==> src/sv/mh2_pkg.sv <==
// Shared constants and item types for the streaming MurmurHash2 block.
package mh2_pkg;

    localparam logic [31:0] MIX_MULT  = 32'h5bd1e995;
    localparam logic [31:0] HASH_SEED = 32'd5381;
    localparam int          SHIFT_K   = 24;
    localparam int          SHIFT_F1  = 13;
    localparam int          SHIFT_F2  = 15;

    typedef logic [1:0] t_kind;

    localparam t_kind KIND_NONE = 2'd0;
    localparam t_kind KIND_FULL = 2'd1;
    localparam t_kind KIND_TAIL = 2'd2;

    // data: premixed k for a full word, masked tail bytes for a partial word
    typedef struct packed {
        logic [31:0] data;
        t_kind       kind;
        logic        first;
        logic        last;
        logic [30:0] len;
    } t_item;

endpackage

==> src/sv/murmur2_hash_32_top.sv <==
// Top level of the streaming 32-bit MurmurHash2 block.
//
// Input channel: a key arrives as 32-bit little-endian words; i_push with o_full
// low transfers one word. i_first marks the first word and seeds the hash with
// 5381 ^ i_total_length; i_byte_count gives the valid bytes (4..7 = full word,
// 1..3 = tail, 0 = no data); i_last closes the key.
// Result channel: o_hash holds the oldest finished hash while o_empty is low;
// i_pop transfers it. Exactly one result follows each word with i_last set.
// Throughput: one word per cycle while o_full is low, set by the single running-hash
// multiply in the back end. Path from the input transfer of a last word to o_empty
// going low: two premix stages, the middle queue, the recurrence, the finish
// multiply and the result queue.
// A stalled result side fills the result queue, then the middle queue, then
// raises o_full; nothing is dropped.
// Reset (i_rst_n low, synchronous) empties both queues and clears the
// running hash to zero.
module murmur2_hash_32_top #(
    parameter int QUEUE_DEPTH = 4
) (
    input  logic         i_clk,
    input  logic         i_rst_n,
    input  logic         i_push,
    output logic         o_full,
    input  logic [31:0]  i_word,
    input  logic [2:0]   i_byte_count,
    input  logic         i_first,
    input  logic         i_last,
    input  logic [30:0]  i_total_length,
    output logic         o_empty,
    input  logic         i_pop,
    output logic [31:0]  o_hash
);

    localparam int CNT_W = $clog2(QUEUE_DEPTH + 1);

    logic                w_item_valid;
    mh2_pkg::t_item      w_item_in;
    mh2_pkg::t_item      w_item_out;
    logic [$bits(mh2_pkg::t_item)-1:0] w_q_data;
    logic                w_item_empty;
    logic                w_item_pop;
    logic [CNT_W-1:0]    w_item_cnt;

    mh2_front #(
        .DEPTH (QUEUE_DEPTH)
    ) u_front (
        .i_clk          (i_clk),
        .i_rst_n        (i_rst_n),
        .i_push         (i_push),
        .o_full         (o_full),
        .i_word         (i_word),
        .i_byte_count   (i_byte_count),
        .i_first        (i_first),
        .i_last         (i_last),
        .i_total_length (i_total_length),
        .i_count        (w_item_cnt),
        .o_item_valid   (w_item_valid),
        .o_item         (w_item_in)
    );

    mh2_fifo #(
        .WIDTH ($bits(mh2_pkg::t_item)),
        .DEPTH (QUEUE_DEPTH)
    ) u_mid_q (
        .i_clk   (i_clk),
        .i_rst_n (i_rst_n),
        .i_push  (w_item_valid),
        .i_data  (w_item_in),
        .i_pop   (w_item_pop),
        .o_empty (w_item_empty),
        .o_count (w_item_cnt),
        .o_data  (w_q_data)
    );

    assign w_item_out = mh2_pkg::t_item'(w_q_data);

    mh2_back #(
        .DEPTH (QUEUE_DEPTH)
    ) u_back (
        .i_clk        (i_clk),
        .i_rst_n      (i_rst_n),
        .i_item_empty (w_item_empty),
        .i_item       (w_item_out),
        .o_item_pop   (w_item_pop),
        .i_pop        (i_pop),
        .o_empty      (o_empty),
        .o_hash       (o_hash)
    );

endmodule

==> src/sv/mh2_fifo.sv <==
// Small register queue with occupancy count, used between and after the hash stages.
module mh2_fifo #(
    parameter int WIDTH = 8,
    parameter int DEPTH = 4
) (
    input  logic                           i_clk,
    input  logic                           i_rst_n,
    input  logic                           i_push,
    input  logic [WIDTH-1:0]               i_data,
    input  logic                           i_pop,
    output logic                           o_empty,
    output logic [$clog2(DEPTH+1)-1:0]     o_count,
    output logic [WIDTH-1:0]               o_data
);

    localparam int PTR_W = $clog2(DEPTH);
    localparam int CNT_W = $clog2(DEPTH + 1);

    logic [WIDTH-1:0] r_mem [DEPTH];
    logic [PTR_W-1:0] r_wp, r_rp;
    logic [CNT_W-1:0] r_cnt;
    logic             w_wr, w_rd;

    assign w_rd    = i_pop && (r_cnt != '0);
    assign w_wr    = i_push && (r_cnt != CNT_W'(DEPTH));
    assign o_empty = (r_cnt == '0);
    assign o_count = r_cnt;
    assign o_data  = r_mem[r_rp];

    always_ff @(posedge i_clk) begin
        if (!i_rst_n) begin
            r_wp  <= '0;
            r_rp  <= '0;
            r_cnt <= '0;
        end else begin
            if (w_wr) begin
                r_wp <= (r_wp == PTR_W'(DEPTH - 1)) ? '0 : r_wp + PTR_W'(1);
            end
            if (w_rd) begin
                r_rp <= (r_rp == PTR_W'(DEPTH - 1)) ? '0 : r_rp + PTR_W'(1);
            end
            if (w_wr && !w_rd) begin
                r_cnt <= r_cnt + CNT_W'(1);
            end else if (w_rd && !w_wr) begin
                r_cnt <= r_cnt - CNT_W'(1);
            end
        end
    end

    always_ff @(posedge i_clk) begin
        if (w_wr) begin
            r_mem[r_wp] <= i_data;
        end
    end

endmodule

==> src/sv/mh2_front.sv <==
// Front end: accepts key words, classifies them and premixes full words in two stages.
module mh2_front #(
    parameter int DEPTH = 4
) (
    input  logic                           i_clk,
    input  logic                           i_rst_n,
    input  logic                           i_push,
    output logic                           o_full,
    input  logic [31:0]                    i_word,
    input  logic [2:0]                     i_byte_count,
    input  logic                           i_first,
    input  logic                           i_last,
    input  logic [30:0]                    i_total_length,
    input  logic [$clog2(DEPTH+1)-1:0]     i_count,
    output logic                           o_item_valid,
    output mh2_pkg::t_item                 o_item
);

    localparam int CNT_W = $clog2(DEPTH + 1);

    logic                r_v1, r_v2;
    logic [31:0]         r_k1;
    mh2_pkg::t_kind      r_kind1;
    logic                r_first1, r_last1;
    logic [30:0]         r_len1;
    mh2_pkg::t_item      r_item2;

    logic                w_accept;
    logic [CNT_W:0]      w_used;
    mh2_pkg::t_kind      n_kind1;
    logic [31:0]         n_k1;
    logic [31:0]         w_k1x;
    logic [31:0]         n_data2;

    // stored plus in-flight items bound the queue occupancy
    assign w_used   = (CNT_W+1)'(i_count) + (CNT_W+1)'(r_v1) + (CNT_W+1)'(r_v2);
    assign o_full   = (w_used >= (CNT_W+1)'(DEPTH));
    assign w_accept = i_push && !o_full;

    always_comb begin
        priority if (i_byte_count == 3'd0) begin
            n_kind1 = mh2_pkg::KIND_NONE;
            n_k1    = i_word;
        end else if (i_byte_count >= 3'd4) begin
            n_kind1 = mh2_pkg::KIND_FULL;
            n_k1    = i_word * mh2_pkg::MIX_MULT;
        end else if (i_byte_count == 3'd1) begin
            n_kind1 = mh2_pkg::KIND_TAIL;
            n_k1    = i_word & 32'h0000_00ff;
        end else if (i_byte_count == 3'd2) begin
            n_kind1 = mh2_pkg::KIND_TAIL;
            n_k1    = i_word & 32'h0000_ffff;
        end else begin
            n_kind1 = mh2_pkg::KIND_TAIL;
            n_k1    = i_word & 32'h00ff_ffff;
        end
    end

    assign w_k1x   = r_k1 ^ (r_k1 >> mh2_pkg::SHIFT_K);
    assign n_data2 = (r_kind1 == mh2_pkg::KIND_FULL) ? w_k1x * mh2_pkg::MIX_MULT : r_k1;

    always_ff @(posedge i_clk) begin
        if (!i_rst_n) begin
            r_v1 <= 1'b0;
            r_v2 <= 1'b0;
        end else begin
            r_v1 <= w_accept;
            r_v2 <= r_v1;
        end
    end

    always_ff @(posedge i_clk) begin
        if (w_accept) begin
            r_k1     <= n_k1;
            r_kind1  <= n_kind1;
            r_first1 <= i_first;
            r_last1  <= i_last;
            r_len1   <= i_total_length;
        end
        if (r_v1) begin
            r_item2.data  <= n_data2;
            r_item2.kind  <= r_kind1;
            r_item2.first <= r_first1;
            r_item2.last  <= r_last1;
            r_item2.len   <= r_len1;
        end
    end

    assign o_item_valid = r_v2;
    assign o_item       = r_item2;

endmodule

==> src/sv/mh2_back.sv <==
// Back end: running-hash recurrence, final mixes and the result queue.
module mh2_back #(
    parameter int DEPTH = 4
) (
    input  logic                i_clk,
    input  logic                i_rst_n,
    input  logic                i_item_empty,
    input  mh2_pkg::t_item      i_item,
    output logic                o_item_pop,
    input  logic                i_pop,
    output logic                o_empty,
    output logic [31:0]         o_hash
);

    localparam int CNT_W = $clog2(DEPTH + 1);

    logic [31:0]         r_h;
    logic                r_fv1, r_fv2;
    logic [31:0]         r_f2;

    logic [31:0]         w_base;
    logic [31:0]         w_op;
    logic [31:0]         w_prod;
    logic [31:0]         n_h;
    logic [31:0]         w_f1;
    logic [CNT_W-1:0]    w_out_cnt;
    logic [CNT_W:0]      w_used;

    // results in the finish stages are counted against the result queue
    assign w_used     = (CNT_W+1)'(w_out_cnt) + (CNT_W+1)'(r_fv1) + (CNT_W+1)'(r_fv2);
    assign o_item_pop = !i_item_empty && (w_used < (CNT_W+1)'(DEPTH));

    assign w_base = i_item.first ? (mh2_pkg::HASH_SEED ^ {1'b0, i_item.len}) : r_h;
    assign w_op   = (i_item.kind == mh2_pkg::KIND_TAIL) ? (w_base ^ i_item.data) : w_base;
    assign w_prod = w_op * mh2_pkg::MIX_MULT;

    always_comb begin
        unique case (i_item.kind)
            mh2_pkg::KIND_FULL: n_h = w_prod ^ i_item.data;
            mh2_pkg::KIND_TAIL: n_h = w_prod;
            default:            n_h = w_base;
        endcase
    end

    assign w_f1 = r_h ^ (r_h >> mh2_pkg::SHIFT_F1);

    always_ff @(posedge i_clk) begin
        if (!i_rst_n) begin
            r_h   <= '0;
            r_fv1 <= 1'b0;
            r_fv2 <= 1'b0;
        end else begin
            if (o_item_pop) begin
                r_h <= n_h;
            end
            r_fv1 <= o_item_pop && i_item.last;
            r_fv2 <= r_fv1;
        end
    end

    always_ff @(posedge i_clk) begin
        if (r_fv1) begin
            r_f2 <= w_f1 * mh2_pkg::MIX_MULT;
        end
    end

    mh2_fifo #(
        .WIDTH (32),
        .DEPTH (DEPTH)
    ) u_out_q (
        .i_clk   (i_clk),
        .i_rst_n (i_rst_n),
        .i_push  (r_fv2),
        .i_data  (r_f2 ^ (r_f2 >> mh2_pkg::SHIFT_F2)),
        .i_pop   (i_pop),
        .o_empty (o_empty),
        .o_count (w_out_cnt),
        .o_data  (o_hash)
    );

endmodule

==> config.mk <==
export PLATFORM = sky130hd
export DESIGN_NAME = murmur2_hash_32_top
export DESIGN_NICKNAME = d
export VERILOG_FILES = /design/src/sv/mh2_pkg.sv /design/src/sv/murmur2_hash_32_top.sv /design/src/sv/mh2_fifo.sv /design/src/sv/mh2_front.sv /design/src/sv/mh2_back.sv
export SDC_FILE = /design/constraint.sdc
export NUM_CORES = 2
export LEC_CHECK = 0
export ABC_AREA = 1
export BUFFER_PORTS_ARGS = -buffer_cell sky130_fd_sc_hd__buf_2
export CAP_MARGIN = 20
export CORE_UTILIZATION = 25
export DETAILED_ROUTE_END_ITERATION = 10
export GPL_TIMING_DRIVEN = 0
export MAX_ROUTING_LAYER = met4
export PLACE_DENSITY = 0.46
export SLEW_MARGIN = 25
export SYNTH_ARGS = -nofsm -noshare
export SYNTH_HDL_FRONTEND = slang
export SYNTH_HIERARCHICAL = 1
export SYNTH_SLANG_ARGS = --single-unit
export TNS_END_PERCENT = 5
==> constraint.sdc <==
create_clock -name i_clk -period 21.1 [get_ports i_clk]
set_input_delay 0 -clock i_clk [delete_from_list [all_inputs] [get_ports i_clk]]
set_output_delay 0 -clock i_clk [all_outputs]
set_load 0.01 [all_outputs]
* Yosys cells after proc, flatten, opt, wreduce, memory -nomap -nowiden
Memories as Yosys holds them, arrays and structs flattened. A register that Yosys moved wholly into a read port is not among the register bits.
Index checks and enable logic that the tools add are counted.
** Word-level totals
- Bits in registers :: 216
- RAM bits :: 396
- Bits of input ports :: 72
- Word-level logic and storage cells :: 109
- Memories :: 2
** Cells by class
- $add $sub $neg :: 12
- Multipliers :: 4
- Magnitude comparators :: 3
- Equal/unequal tests :: 11
- Multiplexer cells :: 25
- Bitwise operators :: 6
- Reduce and logical (&&, ||, !) cells :: 24
** Memory list
- u_mid_q.r_mem :: words 4, bits a word 67, read ports 1, clocked after memory_dff 1, write ports 1, RTL line mh2_fifo.sv:19 : logic [WIDTH-1:0] r_mem [DEPTH];
- u_back.u_out_q.r_mem :: words 4, bits a word 32, read ports 1, clocked after memory_dff 1, write ports 1, RTL line mh2_fifo.sv:19
** Operators by type and width (number)
- 32-bit 2-to-1 mux :: 6
- 32-bit by 31-bit multiplier with 32-bit output, second input constant :: 4
- 32-bit case mux with 2 select lines :: 1
- 32-bit bitwise XOR :: 2
- 32-bit by 17-bit bitwise XOR with 32-bit output :: 1
- 32-bit by 19-bit bitwise XOR with 32-bit output :: 1
- 32-bit by 8-bit bitwise XOR with 32-bit output :: 1
- 24-bit 2-to-1 mux :: 1
- 2-bit 2-to-1 mux :: 9
- 3-bit 2-to-1 mux :: 4
- 1-bit logical AND :: 11
- 2-bit equality test, second input constant :: 5
- 3-bit logical NOT :: 3
- 2-bit by 1-bit adder with 2-bit output, second input constant :: 4
- 3-bit by 1-bit adder with 4-bit output :: 2
- 4-bit by 1-bit adder with 4-bit output :: 2
- 3-bit by 1-bit adder with 3-bit output, second input constant :: 2
- 1-bit logical NOT :: 6
- 3-bit != test, second input constant :: 2
- 3-bit nonzero test :: 2
- 3-bit by 1-bit subtractor with 3-bit output, second input constant :: 2
- 5-bit NOT :: 1
- 2-bit by 1-bit equality test with 1-bit output, second input constant :: 2
- 4-bit by 3-bit >= comparator with 1-bit output, second input constant :: 1
- 6 further kinds :: 10

* Longest topological paths before layout
- Depth in word-level cells :: 8
- Mapped depth :: 48
- Mapped depth without buffers :: 44

* Cells and area by module
The synthesis kept the hierarchy.
** Modules (own cells, without submodules)
- mh2_front :: times used 1, cells an instance 2555, area each 23587.6 um^2
- mh2_back :: times used 1, cells an instance 2612, area each 22310.1 um^2
- mh2_fifo (u_mid_q) :: times used 1, cells an instance 719, area each 10432.5 um^2
- mh2_fifo (u_back.u_out_q) :: times used 1, cells an instance 380, area each 5271.3 um^2

* Least setup slack after synthesis
Ideal clock, no wire load.
- Path type :: reg-to-reg
- Start point :: register (tool-made name)
- End point :: register u_back.r_h[27]
- Data arrival time :: 8.477 ns
- Data required time :: 20.968 ns
- Slack :: 12.490 ns
- Cell stages (with the launch flop) :: 40
- Path buffers :: 6
- Clock period less this slack :: 8.610 ns
- Cell sequence :: dfxtp_1 > buf_6 > inv_6 > buf_8 > buf_6 > nor2_1 > o22ai_1 > inv_1 > ha_1 > buf_2 > buf_1 > o21ai_0 > inv_1 > nor2_1 > nor2_1 > ha_1 > or2_2 > ha_1 > [4 not listed] > fa_1 > fa_1 > fa_1 > inv_1 > fa_1 > inv_1 > ha_1 > clkbuf_1 > nand2_1 > nor4_1 > nand3_1 > nand3_1 > nand2_1 > nand2_1 > xor2_1 > o221ai_1 > o211ai_1 > a21oi_1
** RTL lines
- end signal: assignment :: RTL line mh2_back.sv:54 : r_h <= n_h;
- end: declaration :: RTL line mh2_back.sv:17 : logic [31:0] r_h;

==> impl_results.md <==
- FMAX: 0.08990 GHz
- Multi-input gate area: 36980 um^2
- Critical Path RT: 21.67 ns
- Yosys warns: 6
- Reg clk slew, reported paths: 0.06 ns
- Post-Syn Area: 61600 um^2
- R2R depth: 37
- Final WL: 182.6 mm
- Most frequent cell after synthesis: inv_1
- Initial antenna violation count: 11
- Post-CTS setup buffers: 0
- Layout area overhead: 13.78%
- Critical path class: reg2reg
- CP Capture Point: u_back/r_h[27]
- Max FO, Critical Path: 10
- Status: completed
- Synth Area per Inst: 9.831 um^2
- Initial core utilization: 25.23%
- Post-synth top cells: inv_1, ha_1, fa_1
- Final WS setup: 9.977 ns
- Clk_lat worst skew: 0.69 ns
- Max_slew headroom: 26.53%
- Nets: 8191
- Final hold vios: 0
- Proportion of layout cells with a drive suffix above 1: 5.844%
- Die Footprint: 248400 um^2
- Routed WL per cell: 18.61 um
- DP Worst Slack: 10.03 ns
- Setup_tns: 0 ns
- Post-synth ARST share: 0%
- Synthesized Nets: 7908
- Final core utilization: 28.71%
- Core area: 244100 um^2
- Max-slew violation count: 0
- CTS buffer count: 70
- CTS sink cnt: 616
- CP dominant cell by count: fa_1
- Synth Flop Type: edfxtp_1
- DRC violations left: 0
- Final ANT Viol Nets: 0
- Final Skew: 0.05921 ns
- Top Family by Delay on Critical Path: adder cells
- Post-synth top area share: 27.40%
- Gr usage total: 15.25%
- Via density: 4.306
- IO buf count: 105
- Ports: 106
- Setup crit start kind: flop
- Min cycle time layout: 11.12 ns
- Number of hold buffers added after CTS: 81
- Period utilization: 52.72%
- RR Endpoint: u_back/r_h[27]
- RSZ-0062 raised after global routing: false
- DR iter-0 viols: 2256
- Min-Delay Path Depth: 2
- Final Setup Violations: 0
- Sequential cell area: 17960 um^2
- Seq/Total Area, Yosys: 29.15%
- DR vias: 42240
- # fillers: 25620
- Post_cts resized: 0
- Crit. path cell count: 37
- Post-synth EDFFs: 562
- Global-route wire length before repair: 278.0 mm
- WP data arrival: 11.69 ns
- GRT Residual Overflow: 0
- Post-Syn Instances: 6266
- CTS Buffer Depth: 3
- Leading area contributor after synthesis: edfxtp_1
- Die width: 498.4 um
- TritonRoute pass-1 iters: 6
- Core Rows: 181
- Buffers and inverters on the worst path: 13
- Worst-Margin Slew: 1.102 ns
- Final Wtd Congestion: 0.9183
- Number of global-route vias before repair: 44940
- Synthesis-stage register bit count: 616
- MaxCap Viol Count: 0
- Largest net degree at the start of global routing: 49
- Distinct cells, synth: 67
- Root Driver: clkbuf_16
- Worst Hold Class: in2reg
- CTS tree: yes
- Reg2Reg Setup Slack: 9.98 ns
- Top post-synthesis cells by area: edfxtp_1, fa_1, ha_1
- DIE HEIGHT: 498.4 um
- Crit path capture type: flop
- Max incr delay on CP: 0.53 ns
- Detail Placement HPWL: 149.9 mm
- CTS H-tree lvls: 3
- Slowest CP cell: fa_1
==> routing by layer <==
metal	part of all wire (%)	track usage (%)	vias to the layer above	wire, um
met5	0	-	-	0
met4	2.2	3.534	0	4023
met3	2.9	1.304	197	5276
met2	49	26.02	743	89860
met1	46	19.50	20940	83410
li1	-	-	20360	-
==> final cells by class <==
type,instances,share of cell area (%)
Multi-Input combinational cell,3901,52.76
Sequential cell,616,25.63
Inverter,1643,8.818
Tap cell,3202,5.716
Timing Repair Buffer,211,2.790
Clock buffer,92,2.688
Buffer,106,0.9265
Clock inverter,36,0.6605
Antenna cell,3,0.01071
==> kinds of logic (layout without fill, tap and decap cells) <==
logic type | after synthesis | in the layout | synth area share (%)
simple gates | 1340 | 1340 | 8.894
xor+xnor | 236 | 236 | 3.441
compound gates | 755 | 755 | 6.910
flops | 616 | 616 | 29.15
other cells | 0 | 3 | 0
fa+ha+maj | 1570 | 1570 | 40.52
buf+inv | 1749 | 2088 | 11.09
==> registers in the layout, indices dropped and copies added (netlist names), 3 cells and up, named ones only <==
| signal | flops |
|---|---|
| u_front/r_k1 | 32 |
| u_front/r_len1 | 31 |
| u_mid_q/o_count | 3 |
| u_back/u_out_q/o_count | 3 |
| u_front/o_item | 67 |
| u_back/r_h | 32 |
| u_back/u_out_q/r_mem | 128 |
| u_mid_q/r_mem | 268 |
| u_back/r_f2 | 32 |
==> metrics by stage <==
step / area [um^2] / cells / hold WS (ns)
after floorplan: 61600 / 6266 / 0.09763
after CTS: 70070 / 9807 / 0.00008737
final: 70090 / 9810 / 0.06015
after global placement: 66130 / 9573 / 0.1807
after global routing: 70090 / 9809 / 0.03301
after detailed placement: 66910 / 9598 / 0.1816
==> how the worst min path moves through the flow <==
stage | start | endpoint | slack [ns]
after global placement | i_total_length[19] | u_front/r_len1[19] | 0.18
final | i_total_length[22] | u_front/r_len1[22] | 0.06
after detailed placement | i_total_length[21] | u_front/r_len1[21] | 0.18
after floorplan | i_rst_n | u_back/r_fv2 | 0.1
after global routing | i_total_length[25] | u_front/r_len1[25] | 0.03
after CTS | i_total_length[2] | u_front/r_len1[2] | 0.00009
==> placed cells by master (no fill, tap or decap), types with 7 or more instances in the layout <==
cell,Yosys,final
o21ai_0,308,307
nand2_1,704,704
o22ai_1,110,110
dfxtp_1,54,52
xor2_1,155,149
a21oi_1,180,180
nor3_1,13,13
a21o_1,11,11
o21ai_1,40,40
inv_1,1632,1632
o21ai_2,7,8
nand3_1,141,141
or2_2,22,22
clkbuf_2,7,7
nand2_2,10,10
nor2_1,395,386
buf_16,0,17
o21bai_1,17,17
fa_1,708,708
buf_2,26,131
xnor2_1,77,76
or2_1,8,8
buf_12,0,7
buf_6,23,24
nand4_1,14,14
dlygate4sd3_1,0,81
clkinv_2,1,7
o221ai_1,8,8
clkbuf_16,0,70
edfxtp_1,562,562
o211ai_1,29,29
clkbuf_1,37,54
nor4_1,8,8
a21oi_2,7,7
nor2_4,0,9
ha_1,862,862
clkinv_1,2,11
a31oi_1,12,12
nand3b_1,10,10
Power is not shown: default switching activity piles up to over one toggle a cycle in this logic, so the estimate is an artifact.
